$ cat src/hif_pkg.sv
// Types, constants and register codes for the framer.
// No dependencies.
package hif_pkg;

  localparam int unsigned CfgIdxW = 3;

  localparam logic [CfgIdxW-1:0] CFG_FLAG      = 3'd0;
  localparam logic [CfgIdxW-1:0] CFG_ESCAPE    = 3'd1;
  localparam logic [CfgIdxW-1:0] CFG_FLAG_SUB  = 3'd2;
  localparam logic [CfgIdxW-1:0] CFG_ESC_SUB   = 3'd3;
  localparam logic [CfgIdxW-1:0] CFG_ADDRESS   = 3'd4;
  localparam logic [CfgIdxW-1:0] CFG_CTRL_ZERO = 3'd5;
  localparam logic [CfgIdxW-1:0] CFG_CTRL_ONE  = 3'd6;

  localparam logic [7:0] RST_FLAG      = 8'd126;
  localparam logic [7:0] RST_ESCAPE    = 8'd125;
  localparam logic [7:0] RST_FLAG_SUB  = 8'd94;
  localparam logic [7:0] RST_ESC_SUB   = 8'd93;
  localparam logic [7:0] RST_ADDRESS   = 8'd3;
  localparam logic [7:0] RST_CTRL_ZERO = 8'd0;
  localparam logic [7:0] RST_CTRL_ONE  = 8'd64;

  typedef struct packed {
    logic [7:0] flag_byte;
    logic [7:0] escape_byte;
    logic [7:0] flag_substitute;
    logic [7:0] escape_substitute;
    logic [7:0] address_byte;
    logic [7:0] control_seq_zero;
    logic [7:0] control_seq_one;
  } cfg_t;

  typedef enum logic [1:0] {
    KIND_PLAIN,
    KIND_FLAG,
    KIND_ESC
  } kind_t;

  typedef struct packed {
    logic [7:0] data;
    logic [7:0] chk;
    logic       first;
    logic       last;
    logic       seq;
    kind_t      dkind;
    kind_t      ckind;
  } job_t;

  typedef enum logic [3:0] {
    ST_IDLE,
    ST_FLAG,
    ST_ADDR,
    ST_CTRL,
    ST_HCHK,
    ST_DATA,
    ST_DSUB,
    ST_CHK,
    ST_CSUB,
    ST_CLOSE
  } step_t;

  function automatic kind_t classify(logic [7:0] b, cfg_t c);
    kind_t k;
    if (b == c.flag_byte) k = KIND_FLAG;
    else if (b == c.escape_byte) k = KIND_ESC;
    else k = KIND_PLAIN;
    return k;
  endfunction

endpackage

$ cat src/hif_if.sv
// Channel interfaces of the framer: payload input, byte output, register writes.
// No dependencies.
interface hif_in_if;
  logic       valid;
  logic       ready;
  logic [7:0] data_byte;
  logic       last_byte;
  logic       seq_bit;
  modport source (output valid, data_byte, last_byte, seq_bit, input ready);
  modport sink   (input valid, data_byte, last_byte, seq_bit, output ready);
endinterface

interface hif_out_if;
  logic       valid;
  logic       ready;
  logic [7:0] out_byte;
  logic       frame_end;
  logic       last_of_run;
  modport source (output valid, out_byte, frame_end, last_of_run, input ready);
  modport sink   (input valid, out_byte, frame_end, last_of_run, output ready);
endinterface

interface hif_cfg_if;
  logic       valid;
  logic       ready;
  logic [2:0] index;
  logic [7:0] data;
  modport source (output valid, index, data, input ready);
  modport sink   (input valid, index, data, output ready);
endinterface

$ cat src/hif_front.sv
// Front end: accepts payload items, tracks frame state and running XOR,
// classifies bytes for stuffing. Depends on hif_pkg.
module hif_front (
  input  logic          clk,
  input  logic          rst_n,
  input  hif_pkg::cfg_t cfg,
  input  logic          in_valid,
  output logic          in_ready,
  input  logic [7:0]    in_data_byte,
  input  logic          in_last_byte,
  input  logic          in_seq_bit,
  output logic          push,
  output hif_pkg::job_t push_job,
  input  logic          q_full
);
  import hif_pkg::*;

  logic       in_frame_r, in_frame_nxt;
  logic [7:0] xor_r, xor_nxt;
  logic [7:0] chk;
  logic       first;

  assign in_ready = !q_full;
  assign push     = in_valid && in_ready;
  assign first    = !in_frame_r;
  assign chk      = first ? in_data_byte : (xor_r ^ in_data_byte);

  always_comb begin
    push_job.data  = in_data_byte;
    push_job.chk   = chk;
    push_job.first = first;
    push_job.last  = in_last_byte;
    push_job.seq   = in_seq_bit;
    push_job.dkind = classify(in_data_byte, cfg);
    push_job.ckind = classify(chk, cfg);
  end

  always_comb begin
    in_frame_nxt = in_frame_r;
    xor_nxt      = xor_r;
    if (push) begin
      in_frame_nxt = !in_last_byte;
      xor_nxt      = in_last_byte ? 8'd0 : chk;
    end
  end

  always_ff @(posedge clk) begin
    if (!rst_n) begin
      in_frame_r <= 1'b0;
      xor_r      <= 8'd0;
    end else begin
      in_frame_r <= in_frame_nxt;
      xor_r      <= xor_nxt;
    end
  end
endmodule

$ cat src/hif_queue.sv
// Two-entry job queue between front and back end.
// Depends on hif_pkg.
module hif_queue (
  input  logic          clk,
  input  logic          rst_n,
  input  logic          push,
  input  hif_pkg::job_t push_job,
  output logic          full,
  input  logic          pop,
  output logic          head_valid,
  output hif_pkg::job_t head_job
);
  import hif_pkg::*;

  job_t       mem_r [2];
  logic       wr_ptr_r, rd_ptr_r;
  logic [1:0] count_r, count_nxt;

  assign full       = (count_r == 2'd2);
  assign head_valid = (count_r != 2'd0);
  assign head_job   = mem_r[rd_ptr_r];

  always_comb begin
    count_nxt = count_r;
    if (push && !pop) count_nxt = count_r + 2'd1;
    else if (pop && !push) count_nxt = count_r - 2'd1;
  end

  always_ff @(posedge clk) begin
    if (push) mem_r[wr_ptr_r] <= push_job;
  end

  always_ff @(posedge clk) begin
    if (!rst_n) begin
      wr_ptr_r <= 1'b0;
      rd_ptr_r <= 1'b0;
      count_r  <= 2'd0;
    end else begin
      if (push) wr_ptr_r <= !wr_ptr_r;
      if (pop)  rd_ptr_r <= !rd_ptr_r;
      count_r <= count_nxt;
    end
  end
endmodule

$ cat src/hif_back.sv
// Back end: steps through the bytes of each job, one per cycle while the output
// is not stalled, into a registered output stage. Depends on hif_pkg.
module hif_back (
  input  logic          clk,
  input  logic          rst_n,
  input  hif_pkg::cfg_t cfg,
  input  logic          head_valid,
  input  hif_pkg::job_t head_job,
  output logic          pop,
  output logic          out_valid,
  input  logic          out_ready,
  output logic [7:0]    out_byte,
  output logic          out_frame_end,
  output logic          out_last_of_run
);
  import hif_pkg::*;

  step_t      step_r, step_nxt;
  step_t      cur, nxt;
  logic       done;
  logic       load;
  logic [7:0] ctrl;
  logic [7:0] byte_c;
  logic       fend_c;
  logic       valid_r;
  logic [7:0] byte_r;
  logic       fend_r, lor_r;

  assign load = head_valid && (!valid_r || out_ready);
  assign pop  = load && done;
  assign ctrl = head_job.seq ? cfg.control_seq_one : cfg.control_seq_zero;

  always_comb begin
    if (step_r == ST_IDLE) cur = head_job.first ? ST_FLAG : ST_DATA;
    else cur = step_r;
  end

  // next step
  always_comb begin
    nxt  = ST_IDLE;
    done = 1'b0;
    unique case (cur)
      ST_FLAG: nxt = ST_ADDR;
      ST_ADDR: nxt = ST_CTRL;
      ST_CTRL: nxt = ST_HCHK;
      ST_HCHK: nxt = ST_DATA;
      ST_DATA: begin
        if (head_job.dkind != KIND_PLAIN) nxt = ST_DSUB;
        else if (head_job.last) nxt = ST_CHK;
        else done = 1'b1;
      end
      ST_DSUB: begin
        if (head_job.last) nxt = ST_CHK;
        else done = 1'b1;
      end
      ST_CHK:  nxt = (head_job.ckind != KIND_PLAIN) ? ST_CSUB : ST_CLOSE;
      ST_CSUB: nxt = ST_CLOSE;
      ST_CLOSE: done = 1'b1;
      default: done = 1'b1;
    endcase
  end

  // byte for the current step
  always_comb begin
    byte_c = cfg.flag_byte;
    fend_c = 1'b0;
    unique case (cur)
      ST_FLAG: byte_c = cfg.flag_byte;
      ST_ADDR: byte_c = cfg.address_byte;
      ST_CTRL: byte_c = ctrl;
      ST_HCHK: byte_c = cfg.address_byte ^ ctrl;
      ST_DATA: byte_c = (head_job.dkind == KIND_PLAIN) ? head_job.data : cfg.escape_byte;
      ST_DSUB: byte_c = (head_job.dkind == KIND_FLAG) ? cfg.flag_substitute
                                                      : cfg.escape_substitute;
      ST_CHK:  byte_c = (head_job.ckind == KIND_PLAIN) ? head_job.chk : cfg.escape_byte;
      ST_CSUB: byte_c = (head_job.ckind == KIND_FLAG) ? cfg.flag_substitute
                                                      : cfg.escape_substitute;
      ST_CLOSE: begin
        byte_c = cfg.flag_byte;
        fend_c = 1'b1;
      end
      default: byte_c = cfg.flag_byte;
    endcase
  end

  assign step_nxt = load ? (done ? ST_IDLE : nxt) : step_r;

  always_ff @(posedge clk) begin
    if (!rst_n) begin
      step_r  <= ST_IDLE;
      valid_r <= 1'b0;
    end else begin
      step_r <= step_nxt;
      if (load) valid_r <= 1'b1;
      else if (out_ready) valid_r <= 1'b0;
    end
  end

  always_ff @(posedge clk) begin
    if (load) begin
      byte_r <= byte_c;
      fend_r <= fend_c;
      lor_r  <= done;
    end
  end

  assign out_valid       = valid_r;
  assign out_byte        = byte_r;
  assign out_frame_end   = fend_r;
  assign out_last_of_run = lor_r;
endmodule

$ cat src/hdlc_like_iframe_framer_core.sv
// Top level of the information frame framer: register file, front end,
// job queue and back end. Depends on hif_pkg, hif_if, hif_front, hif_queue, hif_back.
//
// Usage:
//   in_ch  : payload items (data_byte, last_byte, seq_bit), valid/ready.
//   out_ch : line bytes (out_byte, frame_end, last_of_run), valid/ready.
//   cfg_ch : register writes (index, data); always ready, takes effect next cycle.
// An item opening a frame yields flag, address, control and header check, then
// the stuffed payload byte; an item marked last adds the stuffed XOR check and
// the closing flag (frame_end). last_of_run marks the final byte of each item.
// An accepted item passes through the job queue, then the registered output stage.
// Throughput: one output byte per cycle while out_ch is ready and items wait; an
// item yields 1 to 9 output bytes, a plain mid-frame byte 1 and a stuffed one 2. The
// output port rate sets the pace, and a two-entry job queue lets input run ahead.
// Reset: no frame open, running XOR zero, registers at their defaults, queue
// and output stage empty.
// Receiver stall: the output byte holds; the queue fills and in_ch.ready drops
// once two items are waiting.
module hdlc_like_iframe_framer_core (
  input logic      clk,
  input logic      rst_n,
  hif_in_if.sink   in_ch,
  hif_out_if.source out_ch,
  hif_cfg_if.sink  cfg_ch
);
  import hif_pkg::*;

  cfg_t cfg_r;
  logic push, q_full, pop, head_valid;
  job_t push_job, head_job;

  assign cfg_ch.ready = 1'b1;

  always_ff @(posedge clk) begin
    if (!rst_n) begin
      cfg_r.flag_byte         <= RST_FLAG;
      cfg_r.escape_byte       <= RST_ESCAPE;
      cfg_r.flag_substitute   <= RST_FLAG_SUB;
      cfg_r.escape_substitute <= RST_ESC_SUB;
      cfg_r.address_byte      <= RST_ADDRESS;
      cfg_r.control_seq_zero  <= RST_CTRL_ZERO;
      cfg_r.control_seq_one   <= RST_CTRL_ONE;
    end else if (cfg_ch.valid) begin
      unique case (cfg_ch.index)
        CFG_FLAG:      cfg_r.flag_byte         <= cfg_ch.data;
        CFG_ESCAPE:    cfg_r.escape_byte       <= cfg_ch.data;
        CFG_FLAG_SUB:  cfg_r.flag_substitute   <= cfg_ch.data;
        CFG_ESC_SUB:   cfg_r.escape_substitute <= cfg_ch.data;
        CFG_ADDRESS:   cfg_r.address_byte      <= cfg_ch.data;
        CFG_CTRL_ZERO: cfg_r.control_seq_zero  <= cfg_ch.data;
        CFG_CTRL_ONE:  cfg_r.control_seq_one   <= cfg_ch.data;
        default: ;
      endcase
    end
  end

  hif_front u_front (
    .clk          (clk),
    .rst_n        (rst_n),
    .cfg          (cfg_r),
    .in_valid     (in_ch.valid),
    .in_ready     (in_ch.ready),
    .in_data_byte (in_ch.data_byte),
    .in_last_byte (in_ch.last_byte),
    .in_seq_bit   (in_ch.seq_bit),
    .push         (push),
    .push_job     (push_job),
    .q_full       (q_full)
  );

  hif_queue u_queue (
    .clk        (clk),
    .rst_n      (rst_n),
    .push       (push),
    .push_job   (push_job),
    .full       (q_full),
    .pop        (pop),
    .head_valid (head_valid),
    .head_job   (head_job)
  );

  hif_back u_back (
    .clk             (clk),
    .rst_n           (rst_n),
    .cfg             (cfg_r),
    .head_valid      (head_valid),
    .head_job        (head_job),
    .pop             (pop),
    .out_valid       (out_ch.valid),
    .out_ready       (out_ch.ready),
    .out_byte        (out_ch.out_byte),
    .out_frame_end   (out_ch.frame_end),
    .out_last_of_run (out_ch.last_of_run)
  );
endmodule

$ cat src/flat_wrapper.sv
// flat-port wrapper written by rule: the top's interface ports become plain ports
module hdlc_like_iframe_framer_core_flat import hif_pkg::*;
  (clk, rst_n, in_ch_valid, in_ch_data_byte, in_ch_last_byte, in_ch_seq_bit, in_ch_ready, out_ch_valid, out_ch_out_byte, out_ch_frame_end, out_ch_last_of_run, out_ch_ready, cfg_ch_valid, cfg_ch_index, cfg_ch_data, cfg_ch_ready);
  hif_in_if in_ch_i ();
  hif_out_if out_ch_i ();
  hif_cfg_if cfg_ch_i ();
  input logic clk;
  input logic rst_n;
  input wire logic [$bits(in_ch_i.valid)-1:0] in_ch_valid;
  input wire logic [$bits(in_ch_i.data_byte)-1:0] in_ch_data_byte;
  input wire logic [$bits(in_ch_i.last_byte)-1:0] in_ch_last_byte;
  input wire logic [$bits(in_ch_i.seq_bit)-1:0] in_ch_seq_bit;
  output wire logic [$bits(in_ch_i.ready)-1:0] in_ch_ready;
  output wire logic [$bits(out_ch_i.valid)-1:0] out_ch_valid;
  output wire logic [$bits(out_ch_i.out_byte)-1:0] out_ch_out_byte;
  output wire logic [$bits(out_ch_i.frame_end)-1:0] out_ch_frame_end;
  output wire logic [$bits(out_ch_i.last_of_run)-1:0] out_ch_last_of_run;
  input wire logic [$bits(out_ch_i.ready)-1:0] out_ch_ready;
  input wire logic [$bits(cfg_ch_i.valid)-1:0] cfg_ch_valid;
  input wire logic [$bits(cfg_ch_i.index)-1:0] cfg_ch_index;
  input wire logic [$bits(cfg_ch_i.data)-1:0] cfg_ch_data;
  output wire logic [$bits(cfg_ch_i.ready)-1:0] cfg_ch_ready;
  assign in_ch_i.valid = in_ch_valid;
  assign in_ch_i.data_byte = in_ch_data_byte;
  assign in_ch_i.last_byte = in_ch_last_byte;
  assign in_ch_i.seq_bit = in_ch_seq_bit;
  assign in_ch_ready = in_ch_i.ready;
  assign out_ch_valid = out_ch_i.valid;
  assign out_ch_out_byte = out_ch_i.out_byte;
  assign out_ch_frame_end = out_ch_i.frame_end;
  assign out_ch_last_of_run = out_ch_i.last_of_run;
  assign out_ch_i.ready = out_ch_ready;
  assign cfg_ch_i.valid = cfg_ch_valid;
  assign cfg_ch_i.index = cfg_ch_index;
  assign cfg_ch_i.data = cfg_ch_data;
  assign cfg_ch_ready = cfg_ch_i.ready;
  hdlc_like_iframe_framer_core u_core (.clk(clk), .rst_n(rst_n), .in_ch(in_ch_i), .out_ch(out_ch_i), .cfg_ch(cfg_ch_i));
endmodule
$ cat config.mk
export PLATFORM = sky130hd
export DESIGN_NAME = hdlc_like_iframe_framer_core_flat
export DESIGN_NICKNAME = d
export VERILOG_FILES = /design/src/hif_pkg.sv /design/src/hif_if.sv /design/src/hif_front.sv /design/src/hif_queue.sv /design/src/hif_back.sv /design/src/hdlc_like_iframe_framer_core.sv /design/src/flat_wrapper.sv
export SDC_FILE = /design/constraint.sdc
export NUM_CORES = 1
export LEC_CHECK = 0
export ABC_CLOCK_PERIOD_IN_PS = 6800
export BUFFER_PORTS_ARGS = -buffer_cell sky130_fd_sc_hd__buf_2
export CAP_MARGIN = 20
export CORE_MARGIN = 2
export CORE_UTILIZATION = 55
export CTS_CLUSTER_DIAMETER = 80
export CTS_CLUSTER_SIZE = 16
export DETAILED_ROUTE_END_ITERATION = 8
export GPL_TIMING_DRIVEN = 0
export HOLD_SLACK_MARGIN = 0.06
export PLACE_DENSITY_LB_ADDON = 0.1
export SYNTH_ARGS = -nofsm -noshare
export SYNTH_HDL_FRONTEND = slang
export SYNTH_HIERARCHICAL = 1
export SYNTH_SLANG_ARGS = --single-unit
$ cat constraint.sdc
create_clock -name clk -period 6.8 [get_ports clk]
set_input_delay 0.68 -clock clk [delete_from_list [all_inputs] [get_ports clk]]
set_output_delay 0.68 -clock clk [all_outputs]
set_load 0.01 [all_outputs]
Word level (Yosys, flattened, before mapping)
Memories as Yosys holds them, arrays and structs flattened. A register that Yosys moved wholly into a read port is not among the register bits.
Index checks and enable logic that the tools add are counted.
{"block": "op_classes", "eq_ne": 22, "n_addsub": 2, "reduce_logical": 31, "mux": 31, "bitwise": 2}
{"op": "8-bit two-way mux", "count": 7}
{"op": "8-bit one-hot mux with 7 select lines", "count": 1}
{"op": "8-bit == test", "count": 4}
{"op": "4-bit one-hot mux with 8 select lines", "count": 1}
{"op": "4-bit by 3-bit == test with 1-bit output (second input constant)", "count": 4}
{"op": "8-bit bitwise XOR", "count": 2}
{"op": "2-bit AND reduction", "count": 7}
{"op": "2-bit two-way mux", "count": 6}
{"op": "1-bit two-way mux", "count": 10}
{"op": "2-bit nonzero test", "count": 5}
{"op": "3-bit == test (second input constant)", "count": 3}
{"op": "3-bit two-way mux", "count": 3}
{"op": "4-bit by 2-bit == test with 1-bit output (second input constant)", "count": 2}
{"op": "4-bit == test (second input constant)", "count": 2}
{"op": "1-bit zero test", "count": 8}
{"op": "4-bit two-way mux", "count": 2}
{"op": "3-bit by 2-bit == test with 1-bit output (second input constant)", "count": 2}
{"op": "6-bit OR reduction", "count": 1}
{"op": "1-bit logical AND", "count": 5}
{"op": "2-bit by 1-bit == test with 1-bit output (second input constant)", "count": 2}
{"op": "4-bit by 1-bit == test with 1-bit output (second input constant)", "count": 1}
{"op": "2-bit zero test", "count": 2}
{"op": "4-bit zero test", "count": 1}
{"op": "3-bit by 1-bit == test with 1-bit output (second input constant)", "count": 1}
{"op": "6 further kinds", "count": 6}
{"block": "totals", "elab_cells": 106, "mem_count": 1, "reg_bits": 84, "mem_bits_rw": 46, "output_inout_bits": 13, "inputBits": 26}
{"name": "u_core.u_queue.mem_r", "words": 2, "word_bits": 23, "read_ports": 1, "rd_clocked_by_memory_dff": 1, "wr": 1, "line": "hif_queue.sv:15", "text": "job_t mem_r [2];"}

Longest topological paths before layout
Gate-level depths: netlist (run 1).
{"block": "logic_depth", "ltp_word": 9, "ltp_mapped": 11, "mapped_depth_nobuf": 10}

By module
The synthesis (run 1) kept the hierarchy.
{"mod": "hdlc_like_iframe_framer_core", "area_per_inst_um2": 2198.4, "n_inst": 1, "seq_area_each_um2": 1121.1, "cells_per_inst": 209}
{"mod": "hif_queue", "area_per_inst_um2": 1876.8, "n_inst": 1, "seq_area_each_um2": 1481.4, "cells_per_inst": 93}
{"mod": "hif_back", "area_per_inst_um2": 1569.0, "n_inst": 1, "seq_area_each_um2": 400.4, "cells_per_inst": 191}
{"mod": "hif_front", "area_per_inst_um2": 1018.5, "n_inst": 1, "seq_area_each_um2": 180.2, "cells_per_inst": 124}

Worst setup path after synthesis (run 1)
Ideal clock, no wire load.
{"block": "synth_path", "kind": "reg-to-reg", "startpoint": "register with a tool-made name", "endpoint": "register u_core.u_queue.count_r[1]", "stages_incl_launch_ff": 11, "period_less_slack_ps": 2941, "arrival_time_ps": 2871, "required_time_ps": 6730, "setup_slack_ps": 3859, "setup_time_ps": 70, "n_path_buf": 1, "path_cell_list": "dfxtp_1 > buf_4 > mux2_2 > or3_4 > a2111oi_4 > a211o_1 > and2_1 > inv_1 > ha_1 > or3_1 > a21boi_1"}
{"element": "end signal, assigned", "line": "hif_queue.sv:41", "text": "count_r <= count_nxt;"}
{"element": "end, declared", "line": "hif_queue.sv:17", "text": "logic [1:0] count_r, count_nxt;"}

==> impl_metrics.toml, run 1 <==
[layout]
most-common-layout-cells = "sky130_fd_sc_hd__dfxtp_1 (75), sky130_fd_sc_hd__nand2_1 (65), sky130_fd_sc_hd__mux2i_1 (60), sky130_fd_sc_hd__edfxtp_1 (56), sky130_fd_sc_hd__nor2b_1 (46)"
finish.net_count = 701
final_area_sq_um = 7630
finalNonFillerCells = 834
num-fill-cells = 1008
n_antenna_cell = 0
final_common_cell = "sky130_fd_sc_hd__dfxtp_1"
layout-area-overhead-vs-synth_pct = 14.5
final_layout_size_suffix_gt1_frac = 0.214

[timing]
timing.slew.headroom = 0.522
final.setup.tns_ns = 0
setup-violations-final = 0
grt_setup_unrepaired = "false"
min_period_ns = 3.55
skew_ns = 0.0116
final_min_period_over_clock_period = 0.523
worstMarginPinSlew_ns = 0.715
setup_slack_ns = 3.25
drv_slew = 0
fmax_ghz = 0.281
final-hold-violation-count = 0

[place]
port_buffers = 36
pre_cts_ws_ns = 3.28
numPlacedInstances = 801
postPlaceCellArea_sq_um = 7040
hpwlAfterDp_microns = 12200
finalWeightedCongestion = 0.893

[cts]
clock_tree.root_cell = "sky130_fd_sc_hd__clkbuf_16"
worst_setup_hold_path_clk_slew_ns = 0.05
cts_hold_buffers = 0
cts_made_buffers = 17
worst_case_clock_buffer_depth = 2
cts_tree = "yes"
insertion_delay_ns = 0.42
post_cts_resized = 0
numClockSinks = 131
cts.repair_timing.setup_buffer_count = 0
ctsHtreeMaxLevel = 4

[synth]
synth_ff_type = "sky130_fd_sc_hd__dfxtp_1"
seq_area_frac_synth = 0.478
syn-cell-area_sq_um = 6660
synth_cell_type_count = 77
synthesis.nets = 644
synth_cells = 617
ys.warnings.count = 6
asyncSetResetFlopFracSynth = 0
postSynthRegisterBits = 131
syn_avg_cell_area_sq_um = 10.8
synth_edf_count = 56

[power_and_ir_drop]
design_power_total_mw = 2.20
power-per-cell-area_nw_per_um2 = 288
max-vdd-ir-drop_uv = 242
leakage_nw = 2.98

[worst_hold_path]
worst_min_delay_path_class = "in2reg"
hold_path_end = "u_core/u_queue/mem_r[1][4]"
worst_hold_startpoint = "in_ch_seq_bit"
cell_depth_of_the_worst_hold_path = 1

[global_routing]
grt_max_degree = 24
grt_first_pass_wirelength_microns = 26000
grt.overflow.total = 0
grt_use_total = 0.266
grt_pass1_vias = 4826
antenna_violations_before_repair = 0

[critical_path]
timing.critical_path.arrival_ns = 3.90
critical_path.reg2reg.endpoint = "u_core/u_queue/count_r[1]"
cp_max_fo = 10
crit_required_ns = 7.15
reg2reg_setup_slack_ns = 3.25
worstSetupEndpointType = "flip-flop"
timing.setup.critical_path_class = "reg2reg"
startpoint_type = "flip-flop"
ff2ff_path_depth = 10

[routing]
via_count = 5016
drt_pass1_iterations = 5
route.detailed.vias_per_inst = 6.01
route.detailed.drc = 0
detail_route.iter0.violations = 449
detail_route.wl_per_cell_microns = 19.9
route.antenna.remaining_nets = 0
wl_microns = 16600

[job]
timing.max_cap.violations = 0

[die]
core_area_sq_um = 11900
design.die.area_sq_um = 13000
floorplan.initialDensity = 0.559
io_pins = 39
die_x_microns = 114
chipHeight_microns = 114
std_cell_rows = 40

[status]
outcome = "finished clean"
==> worst max-delay path: stages, from the launching register on <==
cell and delay [ns]:
sky130_fd_sc_hd__dfxtp_1 0.50, sky130_fd_sc_hd__buf_4 0.28, sky130_fd_sc_hd__mux2_2 0.39, sky130_fd_sc_hd__or3_4 0.37, sky130_fd_sc_hd__a2111oi_4 0.65, sky130_fd_sc_hd__a211o_1 0.26, sky130_fd_sc_hd__and2_1 0.18, sky130_fd_sc_hd__inv_1 0.06
sky130_fd_sc_hd__ha_1 0.31, sky130_fd_sc_hd__or3_1 0.35, sky130_fd_sc_hd__a21boi_1 0.14
==> report_power, final <==
| part | total [mW] | switching, mW | internal (mW) |
|---|---|---|---|
| Combinational | 0.418 | 0.252 | 0.166 |
| Clock | 0.851 | 0.339 | 0.511 |
| Sequential | 0.931 | 0.0296 | 0.902 |
==> worst max-delay path by stage <==
stage                                      endpoint  slack [ns]
after floorplan           u_core/u_queue/count_r[1]        3.86
after global placement    u_core/u_queue/count_r[1]        3.35
after detailed placement  u_core/u_queue/count_r[1]        3.28
after CTS                 u_core/u_queue/count_r[1]        3.25
after global routing      u_core/u_queue/count_r[1]        3.09
final                     u_core/u_queue/count_r[1]        3.25
==> layout make-up <==
cell class              count  area, sq um  share of cell area
flip-flops and latches    131         3180               0.417
inverters                  15         70.1             0.00919
multi-input cells         427         3150               0.413
repair buffers             38          223              0.0292
clock inverters            12          108              0.0141
clock buffers              20          447              0.0586
well taps                 147          184              0.0241
plain buffers              44          263              0.0345
==> layer usage <==
layer,track usage,share of wire
met1,0.346,0.43
met2,0.438,0.48
met3,0.0619,0.061
met4,0.0951,0.023
met5,0,0
==> cells by family after synthesis <==
logic type	Yosys count	share of synthesized area
fa+ha+maj	1	0.00188
flops	131	0.478
buf+inv	59	0.0500
other cells	1	0.000563
mux	88	0.137
xor+xnor	40	0.0560
compound gates	109	0.123
simple gates	188	0.154
==> cells in the mapped netlist (all sizes together), types with 5 or more instances <==
cell | n | area share
xnor2 | 35 | 0.049
nor2 | 24 | 0.014
mux2i | 60 | 0.090
a21boi | 5 | 0.0062
and2 | 6 | 0.0056
a31oi | 6 | 0.0056
o21ai | 29 | 0.022
a32oi | 5 | 0.0066
mux2 | 28 | 0.047
nand2 | 65 | 0.037
a222oi | 5 | 0.0075
dfxtp | 75 | 0.23
clkbuf | 16 | 0.0090
buf | 28 | 0.030
nand4 | 5 | 0.0047
inv | 14 | 0.0079
nor2b | 47 | 0.044
a21oi | 16 | 0.013
edfxtp | 56 | 0.25
nor3 | 5 | 0.0038
a22oi | 10 | 0.011
xor2 | 5 | 0.0066
==> stage by stage <==
stage | utilization | hold WS (ns)
floorplan | - | 0.434
global placement | 0.590 | 0.443
detailed placement | 0.591 | 0.449
CTS | 0.638 | 0.447
global route | 0.640 | 0.442
finish | 0.640 | 0.453
==> registers in the layout (all words and copies together) (netlist names), named ones only <==
signal / cells
u_core/cfg_r: 56
u_core/u_back/out_byte: 8
u_core/u_back/out_frame_end: 1
u_core/u_back/out_last_of_run: 1
u_core/u_back/out_valid: 1
u_core/u_back/step_r: 4
u_core/u_front/in_frame_r: 1
u_core/u_front/xor_r: 8
u_core/u_queue/count_r: 2
u_core/u_queue/mem_r: 46
u_core/u_queue/rd_ptr_r: 1
u_core/u_queue/wr_ptr_r: 1
Note: power is estimated with default switching activity, not from simulation.
==> run 2, diff against run 1 <==
Settings changed: ABC_AREA set to 1, ABC_CLOCK_PERIOD_IN_PS 6800 to 3600.
Clock period 6.8 ns to 3.6 ns, I/O delays scaled along.
==> impl_metrics.toml, run 2 <==
[cts]
cts_hold_buffers = 0
ctsHtreeMaxLevel = 4
post_cts_resized = 0
cts.repair_timing.setup_buffer_count = 0
clock_tree.root_cell = "sky130_fd_sc_hd__clkbuf_16"
cts_tree = "yes"
numClockSinks = 131
worst_case_clock_buffer_depth = 2
worst_setup_hold_path_clk_slew_ns = 0.06
insertion_delay_ns = 0.42
cts_made_buffers = 17

[synth]
syn-cell-area_sq_um = 7000
yosys.area.top_type_share = 0.240
syn_avg_cell_area_sq_um = 7.42
synth_most_common_cell = "sky130_fd_sc_hd__nand2_1"
synth_cell_type_count = 36
synth_edf_count = 56
post-synth-top-area-cell = "sky130_fd_sc_hd__edfxtp_1"
post_synth_main_area_contributors = "sky130_fd_sc_hd__edfxtp_1 (24%), sky130_fd_sc_hd__dfxtp_1 (21%), sky130_fd_sc_hd__nand2_1 (18%), sky130_fd_sc_hd__nand3_1 (7.2%), sky130_fd_sc_hd__nor2_1 (6.4%)"
synthesis.nets = 971
asyncSetResetFlopFracSynth = 0
synth_ff_type = "sky130_fd_sc_hd__dfxtp_1"
synth_cells = 944
ys.warnings.count = 6
seq_area_frac_synth = 0.455
postSynthRegisterBits = 131
netlist_top_cells_count = "sky130_fd_sc_hd__nand2_1 (332), sky130_fd_sc_hd__nor2_1 (119), sky130_fd_sc_hd__nand3_1 (101)"

[critical_path]
crit_required_ns = 3.97
crit_path_end = "u_core/u_queue/count_r[1]"
ff2ff_path_depth = 14
reg2reg_setup_slack_ns = 0.93
startpoint_type = "flip-flop"
timing.setup.critical_path_class = "reg2reg"
critical_path.reg2reg.endpoint = "u_core/u_queue/count_r[1]"
worstSetupEndpointType = "flip-flop"
cp_max_fo = 10
timing.critical_path.arrival_ns = 3.03

[routing]
wl_microns = 17800
detail_route.wl_per_cell_microns = 15.0
detail_route.iter0.violations = 650
route.detailed.drc = 0
route.antenna.remaining_nets = 0
route.detailed.vias_per_inst = 5.19
via_count = 6151
drt_pass1_iterations = 5

[timing]
setup-violations-final = 0
min_period_ns = 2.67
fmax_ghz = 0.375
drv_slew = 0
worstMarginPinSlew_ns = 0.964
timing.slew.headroom = 0.357
hold-worst-slack_ns = 0.125
final_min_period_over_clock_period = 0.741
skew_ns = 0.00695
grt_setup_unrepaired = "false"
final-hold-violation-count = 0
final.setup.tns_ns = 0

[power_and_ir_drop]
max-vdd-ir-drop_uv = 340
power-per-cell-area_nw_per_um2 = 656
design_power_total_mw = 5.31
leakage_nw = 3.89

[layout]
largest_register_ffs = 56
final_layout_size_suffix_gt1_frac = 0.154
layout-area-overhead-vs-synth_pct = 15.5
final_common_cell = "sky130_fd_sc_hd__nand2_1"
reg.largest.list = "u_core/cfg_r (56), u_core/u_queue/mem_r (46)"
finish.net_count = 1028
most_flop_heavy_register = "u_core/cfg_r"
most-common-layout-cells = "sky130_fd_sc_hd__nand2_1 (332), sky130_fd_sc_hd__nor2_1 (118), sky130_fd_sc_hd__nand3_1 (101), sky130_fd_sc_hd__inv_1 (86), sky130_fd_sc_hd__dfxtp_1 (75)"
n_antenna_cell = 0

[global_routing]
grt_first_pass_wirelength_microns = 28100
grt_max_degree = 24
grt_pass1_vias = 5327
grt.overflow.total = 0
grt_use_total = 0.278
antenna_violations_before_repair = 0

[job]
timing.max_cap.violations = 0

[die]
design.die.area_sq_um = 13700
std_cell_rows = 41
die_x_microns = 117
core_area_sq_um = 12500
floorplan.initialDensity = 0.559
chipHeight_microns = 117
io_pins = 39

[worst_hold_path]
worst_min_delay_path_class = "in2reg"
worst_hold_startpoint = "in_ch_seq_bit"

[place]
port_buffers = 36
hpwlAfterDp_microns = 13300
finalWeightedCongestion = 0.917

[status]
outcome = "finished clean"
run 2: power by group:
group          switching [mW]  total, mW  internal, mW
sequential              0.101       1.91          1.81
combinational            1.01       1.54         0.524
clock                   0.657       1.86          1.20
run 2: logic make-up after synthesis:
| family | synth area share |
|---|---|
| AOI/OAI and AO/OA | 0.0448 |
| xor gates and xnor gates | 0.0200 |
| adders and majority gates | 0.00179 |
| buffers and inverters | 0.0799 |
| DFF | 0.455 |
| muxes | 0.0370 |
| other | 0.000535 |
| and+or+nand+nor | 0.361 |
run 2: stage by stage:
step / util / std cells / setup slack (ns) / cell area, sq um
finish: 0.646 / 1186 / 0.931 / 8090
global route: 0.646 / 1186 / 0.697 / 8090
CTS: 0.645 / 1185 / 0.919 / 8080
detailed placement: 0.593 / 1153 / 0.932 / 7430
global placement: 0.591 / 1152 / 0.576 / 7400
floorplan: - / 944 / 1.27 / 7000
run 2: worst min-delay path by stage:
stage | end | slack (ns) | depth (start not counted)
2_1_floorplan | u_core/cfg_r[24] | 0.43 | 2
3_3_place_gp | u_core/cfg_r[30] | 0.44 | 2
3_5_place_dp | u_core/cfg_r[28] | 0.45 | 2
4_1_cts | u_core/u_queue/mem_r[1][4] | 0.11 | 1
5_1_grt | u_core/u_queue/mem_r[0][4] | 0.11 | 1
6_report | u_core/u_queue/mem_r[1][4] | 0.13 | 1
run 2: area by class of cell:
cell class                      count  area [sq um]
Clock buffer                       23           542
Inverter                           95           359
Buffer                             31           200
Fill cell                        1137          4430
Tap cell                          172           215
Sequential cell                   131          3180
Multi-Input combinational cell    687          3260
Timing Repair Buffer               38           215
Clock inverter                      9           109
run 2: layer usage:
layer,GRT usage,vias up,routed length [microns]
li1,-,3141,-
met1,0.421,2767,8590
met5,0,-,0
met3,0.0582,23,1330
met4,0.0886,0,278
met2,0.399,220,7640
run 2: critical path: stages (launching register included):
cell                       delay (ns)
sky130_fd_sc_hd__dfxtp_1         0.47
sky130_fd_sc_hd__buf_6           0.21
sky130_fd_sc_hd__mux2_2          0.36
sky130_fd_sc_hd__nor2_2          0.36
sky130_fd_sc_hd__nand2_1         0.16
sky130_fd_sc_hd__o211ai_2        0.22
sky130_fd_sc_hd__nand2_1         0.08
sky130_fd_sc_hd__inv_1           0.09
sky130_fd_sc_hd__inv_1           0.05
sky130_fd_sc_hd__ha_1            0.30
sky130_fd_sc_hd__inv_1           0.08
sky130_fd_sc_hd__nand3_1         0.07
sky130_fd_sc_hd__nand2_1         0.06
sky130_fd_sc_hd__inv_1           0.03
sky130_fd_sc_hd__nor2_1          0.08
==> run 3, diff against run 2 <==
Settings changed: ABC_CLOCK_PERIOD_IN_PS 3600 to 2300.
Clock period 3.6 ns to 2.3 ns, I/O delays scaled along.
==> impl_metrics.toml, run 3 (same netlist as run 2, synthesis figures left out) <==
[critical_path]
ff2ff_path_depth = 16
reg2reg_setup_slack_ns = 0.09
worstSetupEndpointType = "flip-flop"
timing.critical_path.arrival_ns = 2.52
startpoint_type = "flip-flop"
cp_max_fo = 5
crit_required_ns = 2.61
timing.setup.critical_path_class = "reg2reg"

[power_and_ir_drop]
power-per-cell-area_nw_per_um2 = 1000
leakage_nw = 3.90
max-vdd-ir-drop_uv = 563

[global_routing]
antenna_violations_before_repair = 0
grt_first_pass_wirelength_microns = 28400
grt.overflow.total = 0
grt_pass1_vias = 5486
grt_use_total = 0.281
grt_max_degree = 24

[layout]
most_flop_heavy_register = "u_core/cfg_r"
n_antenna_cell = 0
reg.largest.list = "u_core/cfg_r (56), u_core/u_queue/mem_r (46)"
num-fill-cells = 1171
most-common-layout-cells = "sky130_fd_sc_hd__nand2_1 (328), sky130_fd_sc_hd__nor2_1 (117), sky130_fd_sc_hd__nand3_1 (99), sky130_fd_sc_hd__inv_1 (81), sky130_fd_sc_hd__dfxtp_1 (74)"
final_common_cell = "sky130_fd_sc_hd__nand2_1"
largest_register_ffs = 56
layout-area-overhead-vs-synth_pct = 16.7
finalNonFillerCells = 1195
final_layout_size_suffix_gt1_frac = 0.170
finish.net_count = 1037

[worst_hold_path]
worst_min_delay_path_class = "in2reg"
cell_depth_of_the_worst_hold_path = 4

[timing]
fmax_ghz = 0.453
final_min_period_over_clock_period = 0.960
setup_slack_ns = 0.0914
hold-worst-slack_ns = 0.0860
min_period_ns = 2.21
worstMarginPinSlew_ns = 0.643
drv_slew = 0
final-hold-violation-count = 0
final.setup.tns_ns = 0
setup-violations-final = 0
skew_ns = 0.00731
timing.slew.headroom = 0.572

[job]
timing.max_cap.violations = 0

[die]
floorplan.initialDensity = 0.559
std_cell_rows = 41
chipHeight_microns = 117
die_x_microns = 117
core_area_sq_um = 12500
io_pins = 39
design.die.area_sq_um = 13700

[routing]
route.antenna.remaining_nets = 0
detail_route.iter0.violations = 562
route.detailed.drc = 0
wl_microns = 18400
drt_pass1_iterations = 5
route.detailed.vias_per_inst = 5.31
via_count = 6344
detail_route.wl_per_cell_microns = 15.4

[place]
port_buffers = 36
finalWeightedCongestion = 0.889
numPlacedInstances = 1153
pre_cts_ws_ns = -0.265
hpwlAfterDp_microns = 13500

[status]
outcome = "finished clean"

[cts]
insertion_delay_ns = 0.41
ctsHtreeMaxLevel = 4
clock_tree.root_cell = "sky130_fd_sc_hd__clkbuf_16"
numClockSinks = 131
cts_made_buffers = 17
worst_setup_hold_path_clk_slew_ns = 0.06
worst_case_clock_buffer_depth = 2
cts_tree = "yes"
run 3: cell count changes in the layout (fill, tap and decap cells not counted), sizes merged:
cell,before,now
buf,68,75
bufinv,2,1
clkbuf,24,25
clkinv,4,6
clkinvlp,0,3
dlygate4sd3,0,1
inv,98,94
run 3: cell type report:
type	instances	area, sq um	area share
Buffer	31	214	0.0262
Clock buffer	24	515	0.0631
Clock inverter	8	70.1	0.00857
Inverter	95	365	0.0447
Multi-Input combinational cell	687	3320	0.406
Sequential cell	131	3190	0.390
Tap cell	172	215	0.0263
Timing Repair Buffer	46	278	0.0340
Timing Repair inverter	1	7.51	0.000919
run 3: path summary, 6_finish.rpt:
check | from | to
max | flip-flop | u_core/u_queue/count_r[1]
min | out_ch_ready | u_core/u_back/out_valid
max reg2reg | flip-flop | u_core/u_queue/count_r[1]
min reg2reg | u_core/cfg_r[30] | u_core/cfg_r[30]
run 3: per-stage QoR:
stage	total power, mW	instance area, sq um	utilization
2_1_floorplan	4.72	7010	-
3_3_place_gp	5.35	7400	0.591
3_5_place_dp	5.40	7430	0.594
4_1_cts	8.08	8070	0.644
5_1_grt	8.69	8170	0.653
6_report	8.20	8170	0.653
run 3: worst max-delay path: stages (launching register included):
cell and delay, ns:
sky130_fd_sc_hd__dfxtp_4 0.38, sky130_fd_sc_hd__buf_8 0.12, sky130_fd_sc_hd__mux2_4 0.30, sky130_fd_sc_hd__inv_2 0.06
sky130_fd_sc_hd__nand3_2 0.07, sky130_fd_sc_hd__nand2_2 0.10, sky130_fd_sc_hd__nand3_2 0.08, sky130_fd_sc_hd__o211ai_2 0.22
sky130_fd_sc_hd__nand2_1 0.11, sky130_fd_sc_hd__inv_2 0.11, sky130_fd_sc_hd__inv_2 0.05, sky130_fd_sc_hd__ha_4 0.28
sky130_fd_sc_hd__inv_4 0.03, sky130_fd_sc_hd__nand3_2 0.06, sky130_fd_sc_hd__nand2_1 0.05, sky130_fd_sc_hd__inv_1 0.05
sky130_fd_sc_hd__nor2_1 0.03
run 3: layer usage:
metal / global-route usage / part of all wire / wire [microns] / vias up
li1: - / - / - / 3154
met1: 0.410 / 0.47 / 8580 / 2932
met2: 0.427 / 0.45 / 8340 / 236
met3: 0.0602 / 0.070 / 1280 / 22
met4: 0.0698 / 0.013 / 231 / 0
met5: 0 / 0 / 0 / -
run 3: what timing repair did:
item | CTS | global route
pin swaps | 1 | 5
buffers inserted | 3 | 5
resized for setup | 6 | 24
hold endpoints to repair | 2 | 0
hold buffers | 1 | 0
gates cloned | 0 | 1
setup endpoints to repair | 10 | 49
run 3: power by group:
part,leakage (nW),switching [mW],total (mW),internal (mW)
clock,0.287,0.959,2.63,1.67
combinational,2.48,1.65,2.56,0.915
sequential,1.14,0.168,3.01,2.84
